**config.mk**
```make
export PLATFORM = sky130hd
export DESIGN_NAME = rgb_to_hsl_core
export DESIGN_NICKNAME = d
export VERILOG_FILES = /design/src/design/rth_pkg.sv /design/src/design/rgb_to_hsl_core.sv /design/src/design/rth_front.sv /design/src/design/rth_div.sv
export SDC_FILE = /design/constraint.sdc
export NUM_CORES = 2
export LEC_CHECK = 0
export BUFFER_PORTS_ARGS = -buffer_cell sky130_fd_sc_hd__buf_2
export CAP_MARGIN = 40
export CORE_ASPECT_RATIO = 0.6
export CORE_MARGIN = 3
export CORE_UTILIZATION = 35
export CTS_CLUSTER_DIAMETER = 60
export DETAILED_ROUTE_END_ITERATION = 10
export GPL_TIMING_DRIVEN = 0
export SLEW_MARGIN = 5
export SYNTH_ARGS = -nofsm -noshare
export SYNTH_HDL_FRONTEND = slang
export SYNTH_HIERARCHICAL = 1
export SYNTH_SLANG_ARGS = --single-unit
```
**constraint.sdc**
```tcl
create_clock -name clock -period 41.5 [get_ports clock]
set_input_delay 0 -clock clock [delete_from_list [all_inputs] [get_ports clock]]
set_output_delay 0 -clock clock [all_outputs]
set_load 0.01 [all_outputs]
```
**src/design/rth_pkg.sv**
```systemverilog
// ---------------------------------------------------------------------------
// rth_pkg
// Shared types and fixed constants of the RGB to HSL converter.
// ---------------------------------------------------------------------------
`timescale 1ns / 1ps
`default_nettype none

package rth_pkg;

   localparam int unsigned ALPHA_W   = 8;
   localparam int unsigned HUE_W     = 15;
   localparam int unsigned LEVEL_W   = 16;
   localparam int unsigned QUO_W     = 16;

   localparam int unsigned Q16_ONE   = 65535;
   localparam int unsigned HUE_SIXTH = 3840;
   localparam logic [QUO_W-1:0] HUE_FULL = 16'd23040;

   // Divider lanes
   localparam int unsigned LANES      = 2;
   localparam int unsigned LANE_HUE   = 0;
   localparam int unsigned LANE_SAT   = 1;

   typedef enum logic [1:0] {
      SRC_RED,
      SRC_GREEN,
      SRC_BLUE
   } max_src_type;

   // Side information that travels with each pixel down the pipeline
   typedef struct packed {
      logic               valid;
      logic               grey;
      logic [ALPHA_W-1:0] alpha;
      logic [LEVEL_W-1:0] light;
   } item_tag_type;

endpackage

`default_nettype wire

```
**src/design/rgb_to_hsl_core.sv**
```systemverilog
// ---------------------------------------------------------------------------
// rgb_to_hsl_core
// RGB plus alpha to hue, saturation and lightness, one pixel per clock while the response is not stalled.
// ---------------------------------------------------------------------------
//  channel   ports                                        direction
//  request   req_valid req_stall req_red/green/blue/alpha in
//  response  rsp_valid rsp_stall rsp_hue/saturation/...   out
//
//  Throughput is one pixel per clock while the response is not stalled. The
//  pipeline holds three front stages, sixteen divider stages (one quotient
//  bit each) and the output register. Reset clears every valid bit. A stalled
//  response freezes the whole pipeline, and req_stall follows at once.
// ---------------------------------------------------------------------------
`timescale 1ns / 1ps
`default_nettype none

module rgb_to_hsl_core
   import rth_pkg::*;
#(
   parameter int unsigned CHANNEL_BITS = 8
) (
   input  logic                    clock,
   input  logic                    reset,
   input  logic                    req_valid,
   output logic                    req_stall,
   input  logic [CHANNEL_BITS-1:0] req_red,
   input  logic [CHANNEL_BITS-1:0] req_green,
   input  logic [CHANNEL_BITS-1:0] req_blue,
   input  logic [ALPHA_W-1:0]      req_alpha,
   output logic                    rsp_valid,
   input  logic                    rsp_stall,
   output logic [HUE_W-1:0]        rsp_hue,
   output logic [LEVEL_W-1:0]      rsp_saturation,
   output logic [LEVEL_W-1:0]      rsp_lightness,
   output logic [ALPHA_W-1:0]      rsp_alpha_out
);

   localparam int unsigned NUM_W = CHANNEL_BITS + 18;
   localparam int unsigned DEN_W = CHANNEL_BITS + 2;

   logic             advance;
   item_tag_type     req_tag;
   item_tag_type     front_tag, div_tag;
   logic [NUM_W-1:0] front_num [LANES];
   logic [DEN_W-1:0] front_den [LANES];
   logic [QUO_W-1:0] div_quo [LANES];

   logic [QUO_W-1:0]   hue_wrap;
   logic [HUE_W-1:0]   hue_in;
   logic [LEVEL_W-1:0] sat_in;

   logic               rsp_valid_ff;
   logic [HUE_W-1:0]   rsp_hue_ff;
   logic [LEVEL_W-1:0] rsp_sat_ff, rsp_light_ff;
   logic [ALPHA_W-1:0] rsp_alpha_ff;

   // hold everything while the response transfer is stalled
   assign advance   = !(rsp_valid_ff && rsp_stall);
   assign req_stall = !advance;

   always_comb begin
      req_tag       = '0;
      req_tag.valid = req_valid;
      req_tag.alpha = req_alpha;
   end

   rth_front #(
      .CHANNEL_BITS (CHANNEL_BITS),
      .NUM_W        (NUM_W),
      .DEN_W        (DEN_W)
   ) u_front (
      .clock    (clock),
      .reset    (reset),
      .advance  (advance),
      .in_tag   (req_tag),
      .in_red   (req_red),
      .in_green (req_green),
      .in_blue  (req_blue),
      .out_tag  (front_tag),
      .out_num  (front_num),
      .out_den  (front_den)
   );

   rth_div #(
      .NUM_W (NUM_W),
      .DEN_W (DEN_W)
   ) u_div (
      .clock   (clock),
      .reset   (reset),
      .advance (advance),
      .in_tag  (front_tag),
      .in_num  (front_num),
      .in_den  (front_den),
      .out_tag (div_tag),
      .out_quo (div_quo)
   );

   always_comb begin
      // a hue that rounds up to a full turn wraps to zero
      hue_wrap = (div_quo[LANE_HUE] >= HUE_FULL) ? div_quo[LANE_HUE] - HUE_FULL
                                                  : div_quo[LANE_HUE];
      hue_in = div_tag.grey ? '0 : hue_wrap[HUE_W-1:0];
      sat_in = div_tag.grey ? '0 : div_quo[LANE_SAT][LEVEL_W-1:0];
   end

   always_ff @(posedge clock) begin
      if (reset) begin
         rsp_valid_ff <= 1'b0;
      end else if (advance) begin
         rsp_valid_ff <= div_tag.valid;
      end
   end

   always_ff @(posedge clock) begin
      if (advance) begin
         rsp_hue_ff   <= hue_in;
         rsp_sat_ff   <= sat_in;
         rsp_light_ff <= div_tag.light;
         rsp_alpha_ff <= div_tag.alpha;
      end
   end

   assign rsp_valid      = rsp_valid_ff;
   assign rsp_hue        = rsp_hue_ff;
   assign rsp_saturation = rsp_sat_ff;
   assign rsp_lightness  = rsp_light_ff;
   assign rsp_alpha_out  = rsp_alpha_ff;

endmodule

`default_nettype wire

```
**src/design/rth_front.sv**
```systemverilog
// ---------------------------------------------------------------------------
// rth_front
// Three-stage front end: max/min search, difference, hue offset and the
// lightness dividend, then the numerators and denominators of the hue and
// saturation divisions and the lightness by reciprocal multiplication.
// ---------------------------------------------------------------------------
`timescale 1ns / 1ps
`default_nettype none

module rth_front
   import rth_pkg::*;
#(
   parameter int unsigned CHANNEL_BITS = 8,
   parameter int unsigned NUM_W        = CHANNEL_BITS + 18,
   parameter int unsigned DEN_W        = CHANNEL_BITS + 2
) (
   input  logic                    clock,
   input  logic                    reset,
   input  logic                    advance,
   input  item_tag_type            in_tag,
   input  logic [CHANNEL_BITS-1:0] in_red,
   input  logic [CHANNEL_BITS-1:0] in_green,
   input  logic [CHANNEL_BITS-1:0] in_blue,
   output item_tag_type            out_tag,
   output logic [NUM_W-1:0]        out_num [LANES],
   output logic [DEN_W-1:0]        out_den [LANES]
);

   localparam int unsigned CB    = CHANNEL_BITS;
   localparam int unsigned SUM_W = CB + 1;
   localparam int unsigned T_W   = CB + 3;
   localparam int unsigned FULL  = (1 << CB) - 1;
   localparam int unsigned SEXT_RED   = 6;
   localparam int unsigned SEXT_GREEN = 2;
   localparam int unsigned SEXT_BLUE  = 4;

   // lightness = floor(y / FULL) with y = (sum * 65535 + FULL) / 2,
   // the division done as a multiply by a rounded-up reciprocal
   localparam int unsigned X_W         = CB + 17;
   localparam int unsigned Y_W         = CB + 16;
   localparam int unsigned M_W         = Y_W + 1;
   localparam int unsigned P_W         = Y_W + M_W;
   localparam int unsigned RECIP_SHIFT = Y_W + CB;
   localparam longint unsigned LIGHT_RECIP = ((64'd1 << RECIP_SHIFT) + FULL - 1) / FULL;

   // Stage A
   item_tag_type      tag_a_ff;
   logic [CB-1:0]     red_a_ff, green_a_ff, blue_a_ff;
   logic [CB-1:0]     mx_a_ff, mn_a_ff;
   max_src_type       src_a_ff;
   logic [CB-1:0]     mx_in, mn_in;
   max_src_type       src_in;

   // Stage B
   item_tag_type      tag_b_ff, tag_b_in;
   logic [CB-1:0]     d_b_ff;
   logic [SUM_W-1:0]  den_b_ff;
   logic [T_W-1:0]    t_b_ff;
   logic [Y_W-1:0]    light_y_b_ff;
   logic [CB-1:0]     d_in;
   logic [SUM_W-1:0]  sum_in, den_in;
   logic [T_W-1:0]    t_in;
   logic [X_W-1:0]    light_x;
   logic [Y_W-1:0]    light_y_in;

   // Stage C
   item_tag_type      tag_c_ff, tag_c_in;
   logic [NUM_W-1:0]  num_c_ff [LANES];
   logic [DEN_W-1:0]  den_c_ff [LANES];
   logic [NUM_W-1:0]  num_in [LANES];
   logic [DEN_W-1:0]  den_c_in [LANES];
   logic [P_W-1:0]    light_prod;

   always_comb begin
      mx_in = in_red;
      mn_in = in_red;
      if (in_green > mx_in) mx_in = in_green;
      if (in_blue > mx_in)  mx_in = in_blue;
      if (in_green < mn_in) mn_in = in_green;
      if (in_blue < mn_in)  mn_in = in_blue;
      // ties go red, then green
      if (in_red >= in_green && in_red >= in_blue) begin
         src_in = SRC_RED;
      end else if (in_green >= in_blue) begin
         src_in = SRC_GREEN;
      end else begin
         src_in = SRC_BLUE;
      end
   end

   always_ff @(posedge clock) begin
      if (reset) begin
         tag_a_ff <= '0;
      end else if (advance) begin
         tag_a_ff <= in_tag;
      end
   end

   always_ff @(posedge clock) begin
      if (advance) begin
         red_a_ff   <= in_red;
         green_a_ff <= in_green;
         blue_a_ff  <= in_blue;
         mx_a_ff    <= mx_in;
         mn_a_ff    <= mn_in;
         src_a_ff   <= src_in;
      end
   end

   always_comb begin
      d_in   = mx_a_ff - mn_a_ff;
      sum_in = SUM_W'(mx_a_ff) + SUM_W'(mn_a_ff);
      den_in = (sum_in > SUM_W'(FULL)) ? SUM_W'(2 * FULL) - sum_in : sum_in;
      light_x    = X_W'(sum_in) * X_W'(Q16_ONE) + X_W'(FULL);
      light_y_in = light_x[X_W-1:1];
      // hue offset in sixths of d; wraps modulo 2^T_W but ends positive
      unique case (src_a_ff)
         SRC_RED: begin
            if (green_a_ff >= blue_a_ff) begin
               t_in = T_W'(green_a_ff) - T_W'(blue_a_ff);
            end else begin
               t_in = T_W'(SEXT_RED) * T_W'(d_in) + T_W'(green_a_ff) - T_W'(blue_a_ff);
            end
         end
         SRC_GREEN: t_in = T_W'(SEXT_GREEN) * T_W'(d_in) + T_W'(blue_a_ff)
                         - T_W'(red_a_ff);
         SRC_BLUE:  t_in = T_W'(SEXT_BLUE) * T_W'(d_in) + T_W'(red_a_ff)
                         - T_W'(green_a_ff);
         default:   t_in = '0;
      endcase
   end

   always_comb begin
      tag_b_in      = tag_a_ff;
      tag_b_in.grey = (mx_a_ff == mn_a_ff);
   end

   always_ff @(posedge clock) begin
      if (reset) begin
         tag_b_ff <= '0;
      end else if (advance) begin
         tag_b_ff <= tag_b_in;
      end
   end

   always_ff @(posedge clock) begin
      if (advance) begin
         d_b_ff       <= d_in;
         den_b_ff     <= den_in;
         t_b_ff       <= t_in;
         light_y_b_ff <= light_y_in;
      end
   end

   // Rounded quotient: (2*num + den) / (2*den)
   always_comb begin
      num_in[LANE_HUE]   = NUM_W'(t_b_ff) * NUM_W'(2 * HUE_SIXTH) + NUM_W'(d_b_ff);
      num_in[LANE_SAT]   = NUM_W'(d_b_ff) * NUM_W'(2 * Q16_ONE) + NUM_W'(den_b_ff);
      den_c_in[LANE_HUE] = DEN_W'(d_b_ff) << 1;
      den_c_in[LANE_SAT] = DEN_W'(den_b_ff) << 1;
      light_prod         = P_W'(light_y_b_ff) * P_W'(LIGHT_RECIP);
      tag_c_in           = tag_b_ff;
      tag_c_in.light     = light_prod[RECIP_SHIFT +: LEVEL_W];
   end

   always_ff @(posedge clock) begin
      if (reset) begin
         tag_c_ff <= '0;
      end else if (advance) begin
         tag_c_ff <= tag_c_in;
      end
   end

   always_ff @(posedge clock) begin
      if (advance) begin
         num_c_ff <= num_in;
         den_c_ff <= den_c_in;
      end
   end

   assign out_tag = tag_c_ff;
   assign out_num = num_c_ff;
   assign out_den = den_c_ff;

endmodule

`default_nettype wire

```
**src/design/rth_div.sv**
```systemverilog
// ---------------------------------------------------------------------------
// rth_div
// Pipelined restoring divider, two lanes in lock step, one quotient bit
// per stage.
// ---------------------------------------------------------------------------
`timescale 1ns / 1ps
`default_nettype none

module rth_div
   import rth_pkg::*;
#(
   parameter int unsigned NUM_W = 26,
   parameter int unsigned DEN_W = 10
) (
   input  logic             clock,
   input  logic             reset,
   input  logic             advance,
   input  item_tag_type     in_tag,
   input  logic [NUM_W-1:0] in_num [LANES],
   input  logic [DEN_W-1:0] in_den [LANES],
   output item_tag_type     out_tag,
   output logic [QUO_W-1:0] out_quo [LANES]
);

   item_tag_type     tag_src [QUO_W];
   logic [NUM_W-1:0] rem_src [QUO_W][LANES];
   logic [DEN_W-1:0] den_src [QUO_W][LANES];
   logic [QUO_W-1:0] quo_src [QUO_W][LANES];
   logic [NUM_W-1:0] rem_in  [QUO_W][LANES];
   logic [QUO_W-1:0] quo_in  [QUO_W][LANES];

   item_tag_type     tag_ff [QUO_W];
   logic [QUO_W-1:0] quo_ff [QUO_W][LANES];
   logic [NUM_W-1:0] rem_ff [QUO_W-1][LANES];
   logic [DEN_W-1:0] den_ff [QUO_W-1][LANES];

   for (genvar s = 0; s < QUO_W; s++) begin : g_stage
      localparam int unsigned BIT = QUO_W - 1 - s;

      if (s == 0) begin : g_head
         assign tag_src[s] = in_tag;
         for (genvar l = 0; l < LANES; l++) begin : g_lane
            assign rem_src[s][l] = in_num[l];
            assign den_src[s][l] = in_den[l];
            assign quo_src[s][l] = '0;
         end
      end else begin : g_link
         assign tag_src[s] = tag_ff[s-1];
         for (genvar l = 0; l < LANES; l++) begin : g_lane
            assign rem_src[s][l] = rem_ff[s-1][l];
            assign den_src[s][l] = den_ff[s-1][l];
            assign quo_src[s][l] = quo_ff[s-1][l];
         end
      end

      for (genvar l = 0; l < LANES; l++) begin : g_step
         logic [NUM_W-1:0] trial;
         logic             take;
         assign trial = NUM_W'(den_src[s][l]) << BIT;
         assign take  = (rem_src[s][l] >= trial);
         assign rem_in[s][l] = take ? rem_src[s][l] - trial : rem_src[s][l];
         assign quo_in[s][l] = quo_src[s][l] | (QUO_W'(take) << BIT);
      end

      always_ff @(posedge clock) begin
         if (reset) begin
            tag_ff[s] <= '0;
         end else if (advance) begin
            tag_ff[s] <= tag_src[s];
         end
      end

      always_ff @(posedge clock) begin
         if (advance) begin
            quo_ff[s] <= quo_in[s];
         end
      end

      // the last stage needs only the quotient
      if (s < QUO_W - 1) begin : g_carry
         always_ff @(posedge clock) begin
            if (advance) begin
               rem_ff[s] <= rem_in[s];
               den_ff[s] <= den_src[s];
            end
         end
      end
   end

   assign out_tag = tag_ff[QUO_W-1];
   assign out_quo = quo_ff[QUO_W-1];

endmodule

`default_nettype wire

```
Word-level counts from Yosys, hierarchy flattened
Memory sizes are Yosys's and may differ from the RTL's.
Index checks and enable logic that the tools add are counted.

cells by class
  add/subtract/negate cells = 44
  multiply operators = 5
  div/mod/pow operators = 0
  $lt $le $gt $ge = 42
  equality and inequality tests = 3
  shift-type cells = 0
  mux-type cells = 60
  bitwise operators = 46
  reduce and logical (&&, ||, !) cells = 3

operator list
  operator                                          number
  26-bit 2-to-1 mux                                 46
  26-bit by 24-bit >= comparator with 1-bit output  3
  26-bit by 24-bit subtractor with 26-bit output    3
  26-bit by 10-bit >= comparator with 1-bit output  2
  26-bit by 11-bit >= comparator with 1-bit output  2
  26-bit by 12-bit >= comparator with 1-bit output  2
  26-bit by 13-bit >= comparator with 1-bit output  2
  26-bit by 14-bit >= comparator with 1-bit output  2
  26-bit by 15-bit >= comparator with 1-bit output  2
  26-bit by 16-bit >= comparator with 1-bit output  2
  26-bit by 17-bit >= comparator with 1-bit output  2
  26-bit by 18-bit >= comparator with 1-bit output  2
  26-bit by 19-bit >= comparator with 1-bit output  2
  26-bit by 20-bit >= comparator with 1-bit output  2
  26-bit by 21-bit >= comparator with 1-bit output  2
  26-bit by 22-bit >= comparator with 1-bit output  2
  26-bit by 23-bit >= comparator with 1-bit output  2
  26-bit by 11-bit subtractor with 26-bit output    2
  26-bit by 12-bit subtractor with 26-bit output    2
  26-bit by 13-bit subtractor with 26-bit output    2
  26-bit by 14-bit subtractor with 26-bit output    2
  26-bit by 15-bit subtractor with 26-bit output    2
  26-bit by 16-bit subtractor with 26-bit output    2
  26-bit by 17-bit subtractor with 26-bit output    2
  other kinds (58)                                  109

word-level totals
  register bits = 264
  latch bits = 0
  RAM bits = 2008
  ROM bits = 0
  input port bits = 36
  output and inout bits = 57
  logic and storage cells = 235
  memories = 4

memories
  name          depth  width  read ports  clocked after Yosys merged registers in  wr ports  line           text
  u_div.rem_ff  15     52     15          0                                        15        rth_div.sv:34  logic [NUM_W-1:0] rem_ff [QUO_W-1][LANES];
  u_div.quo_ff  16     32     16          0                                        16        rth_div.sv:33  logic [QUO_W-1:0] quo_ff [QUO_W][LANES];
  u_div.tag_ff  16     26     16          0                                        16        rth_div.sv:32  item_tag_type tag_ff [QUO_W];
  u_div.den_ff  15     20     15          0                                        15        rth_div.sv:35  logic [DEN_W-1:0] den_ff [QUO_W-1][LANES];

Longest topological paths before layout
  depth after elaboration = 6
  depth in mapped cells = 28
  depth with buffers taken out = 27

Cells and area by module
Netlist, hierarchy kept.

modules (own cells, without submodules)
  module           times used  cells each  area each (um2)  seq. area each (um2)
  rth_div          1           5817        79572.6          53090.9
  rth_front        1           1903        19829.0          5375.2
  rgb_to_hsl_core  1           122         2070.7           1671.6

Least setup slack after synthesis
OpenSTA, ideal clock, no wires.

  path kind = register to register
  from = reg rsp_valid_ff, in the netlist rsp_valid
  to = mem u_div/tag_ff[0][0] (netlist name), enable pin
  library setup time = 1.139 ns
  arrival time = 39.782 ns
  required time = 40.361 ns
  slack = 0.579 ns
  cell stages (with the launch flop) = 3
  path buffers = 0
  clock period less this slack = 40.921 ns
  cells stage by stage = dfxtp_1 nand2_1 or2_2

RTL lines
  item                    line                    text
  start, declared         rgb_to_hsl_core.sv:52   logic rsp_valid_ff;
  start signal, assigned  rgb_to_hsl_core.sv:110  rsp_valid_ff <= div_tag.valid;
  end, declared           rth_div.sv:32

Worst setup path after layout
  from = reg u_front.mx_a_ff[2]
  to = reg u_front.light_y_b_ff[22], data pin

on the way
  longest elaborated chain between the ends = 3

ends and longest elaborated chain
  item                                           line              text
  start, declared                                rth_front.sv:49   logic [CB-1:0] mx_a_ff, mn_a_ff;
  start signal, assigned                         rth_front.sv:104  mx_a_ff <= mx_in;
  8-bit by 8-bit adder with 9-bit output         rth_front.sv:112  sum_in = SUM_W'(mx_a_ff) + SUM_W'(mn_a_ff);
  9-bit by 16-bit multiplier with 25-bit output  rth_front.sv:114  light_x = X_W'(sum_in) * X_W'(Q16_ONE) + X_W'(FULL);
  25-bit by 8-bit adder with 25-bit output       rth_front.sv:114
  via u_front.light_x[23]                        rth_front.sv:63   logic [X_W-1:0] light_x;
  end signal, assigned                           rth_front.sv:151  light_y_b_ff <= light_y_in;
  end, declared                                  rth_front.sv:59   logic [Y_W-1:0] light_y_b_ff;

The timed path passes the listed nets, and every way through them passes these cells.
A chain may end at the register's enable or synchronous reset.

==> impl_results.md <==
- Worst Skew: 87.0 ps
- Final period utilization: 20.8%
- Crit Path Max Fanout: 9
- Yosys warns: 6
- Drt initial violations: 4850
- Setup bufs post-CTS: 0
- Vias: 60300
- Critical hold path startpoint: req_blue[0]
- Port buffer count: 92
- First-pass GRT wire length: 327 mm
- Initial antenna violation count: 8
- CTS Buffer Depth: 4
- Worst skew pair latency: 870 ps
- Multi-input logic area: 0.0379 mm²
- Final hold vios: 0
- CTS Sinks: 2018
- Die area: 0.297 mm²
- Post-cts gate resize count: 0
- Critical Path Source Type: register
- Global Route Usage Sum: 13.5%
- M1 GR Usage: 22.3%
- Cells on Worst Hold Path: 3
- R2R Setup Slk: 32880 ps
- Worst r2r dst: u_front/light_y_b_ff[22]
- Slowest cell on crit path: fa_1
- Outcome: completed
- Number of global-route vias before repair: 58600
- Buffers plus inverters on the worst setup path: 5
- Storage cell area: 0.0601 mm²
- Clk slew on worst S/H paths: 60 ps
- HP Class: input pin to register
- Max_slew headroom: 35.6%
- Vias per inst: 4.91
- Synthesis-to-finish area growth: 13.4%
- CP Class: register to register
- R2r worst-path depth: 25
- Num CTS Buffers: 203
- Layout net count: 9173
- Final TNS setup: 0 ps
- HPWL after DPL: 153 mm
- Achievable Freq: 0.116 GHz
- TritonRoute pass-1 iters: 6
- GRT overflow: 0
- Max-cap violation count: 0
- Slew Limit Fails: 0
- Post-Syn Area: 0.101 mm²
- Final Critical Period: 8620 ps
- Commonest cells after routing, fill and taps aside: edfxtp_1, ha_1, inv_1
- Synthesized instance count: 7841
- Initial Utilization: 35.3%
- Worst-Margin Slew: 959 ps
- Layout cells sized above 1: 8.03%
- Core Area: 0.287 mm²
- GR Util met3: 2.47%
- GR peak layer: met1
- IO Pins: 93
- Chip Width: 701 µm
- Final Wtd Congestion: 0.880
- Data required time of the worst path: 42060 ps
- Global routing usage on met2: 18.1%
- Die H: 423 µm
- Family with the most delay on the worst path: adder cells
- CTS Hold Bufs: 70
- DRC Markers: 0
- Routed Antenna Nets: 0
- Largest net degree at the start of global routing: 71
- Syn_area_per_cell: 12.9 µm²
- DRT Wirelength: 205 mm
- Most common cell after layout, fill and taps aside: edfxtp_1
- Endpoint class of the critical path: register
- # fillers: 26600
- Highest cell delay on the worst timing path: 840 ps
- Cell row count: 152
- # H-tree levels: 4
- Root Driver: clkbuf_16
- Hold EP: u_front/mx_a_ff[0]
- RSZ-0062 raised after global routing: false
- CTS tree: built
- Worst Path Arrival: 9180 ps
- Final setup viols: 0
- Routed len/inst: 16.7 µm
- Reg2Reg Launch Point: u_front/mx_a_ff[2]
-- flip-flops by register name, summed over array words and instances (netlist names), 9 cells and up --
| signal | cells |
|---|---|
| rsp_hue | 15 |
| rsp_lightness | 16 |
| rsp_saturation | 16 |
| u_div/den_ff | 300 |
| u_div/quo_ff | 272 |
| u_div/rem_ff | 780 |
| u_div/tag_ff | 416 |
| u_front/light_y_b_ff | 24 |
| u_front/out_den | 14 |
| u_front/out_num | 42 |
| u_front/out_tag | 26 |
| u_front/t_b_ff | 11 |
| u_front/tag_a_ff | 9 |
| u_front/tag_b_ff | 10 |
-- worst reg2reg max path: stages, from the launching register on --
cell and delay [ps]:
edfxtp_1 400, ha_1 290, clkbuf_1 280, inv_1 90
o21ai_0 110, a21oi_1 100, o21ai_0 250, a21oi_1 120
xor2_1 630, inv_1 370, fa_1 840, inv_1 130
fa_1 540, inv_1 60, fa_1 500, fa_1 440
ha_1 290, ha_1 200, or2_2 310, a2111oi_0 780
o31ai_1 390, a221oi_1 550, o211a_1 270, nand2b_1 90
a211oi_1 260, nor2_1 70
-- layout make-up --
cell class | count | area share (%)
diodes | 2 | 0.00435
plain buffers | 184 | 0.754
clock buffers | 227 | 4.57
clock inverters | 137 | 1.16
inverters | 694 | 2.26
multi-input cells | 4950 | 32.9
flip-flops and latches | 2018 | 52.3
well taps | 3850 | 4.19
repair buffers | 209 | 1.88
-- per-stage QoR --
step	cells	instance area [µm²]	hold WS (ps)	utilization, %	worst slack, ps
floorplan	7846	101000	72.4	-	579
global placement	11800	107000	235	37.2	-13360
detailed placement	11800	108000	248	37.5	33050
CTS	12300	115000	53.9	40.1	32970
global route	12300	115000	102	40.1	32380
finish	12300	115000	170	40.1	32880
-- worst max-delay path by stage --
stage / from / to / cells after the start
after global placement: rsp_valid / u_div/tag_ff[1][202] / 2
after CTS: u_front/mx_a_ff[2] / u_front/light_y_b_ff[22] / 25
final: u_front/mx_a_ff[2] / u_front/light_y_b_ff[22] / 25
after global routing: u_front/mn_a_ff[2] / u_front/light_y_b_ff[22] / 26
after floorplan: rsp_valid / u_div/tag_ff[0][0] / 2
after detailed placement: u_front/mx_a_ff[2] / u_front/light_y_b_ff[22] / 25
-- metal layers --
metal / wire [µm] / up-vias
li1: - / 29400
met1: 110000 / 29100
met2: 78200 / 1451
met3: 12400 / 277
met4: 3660 / 0
met5: 0 / -
Power is not shown: default switching activity piles up to over one toggle a cycle in this logic, so the estimate is an artifact.
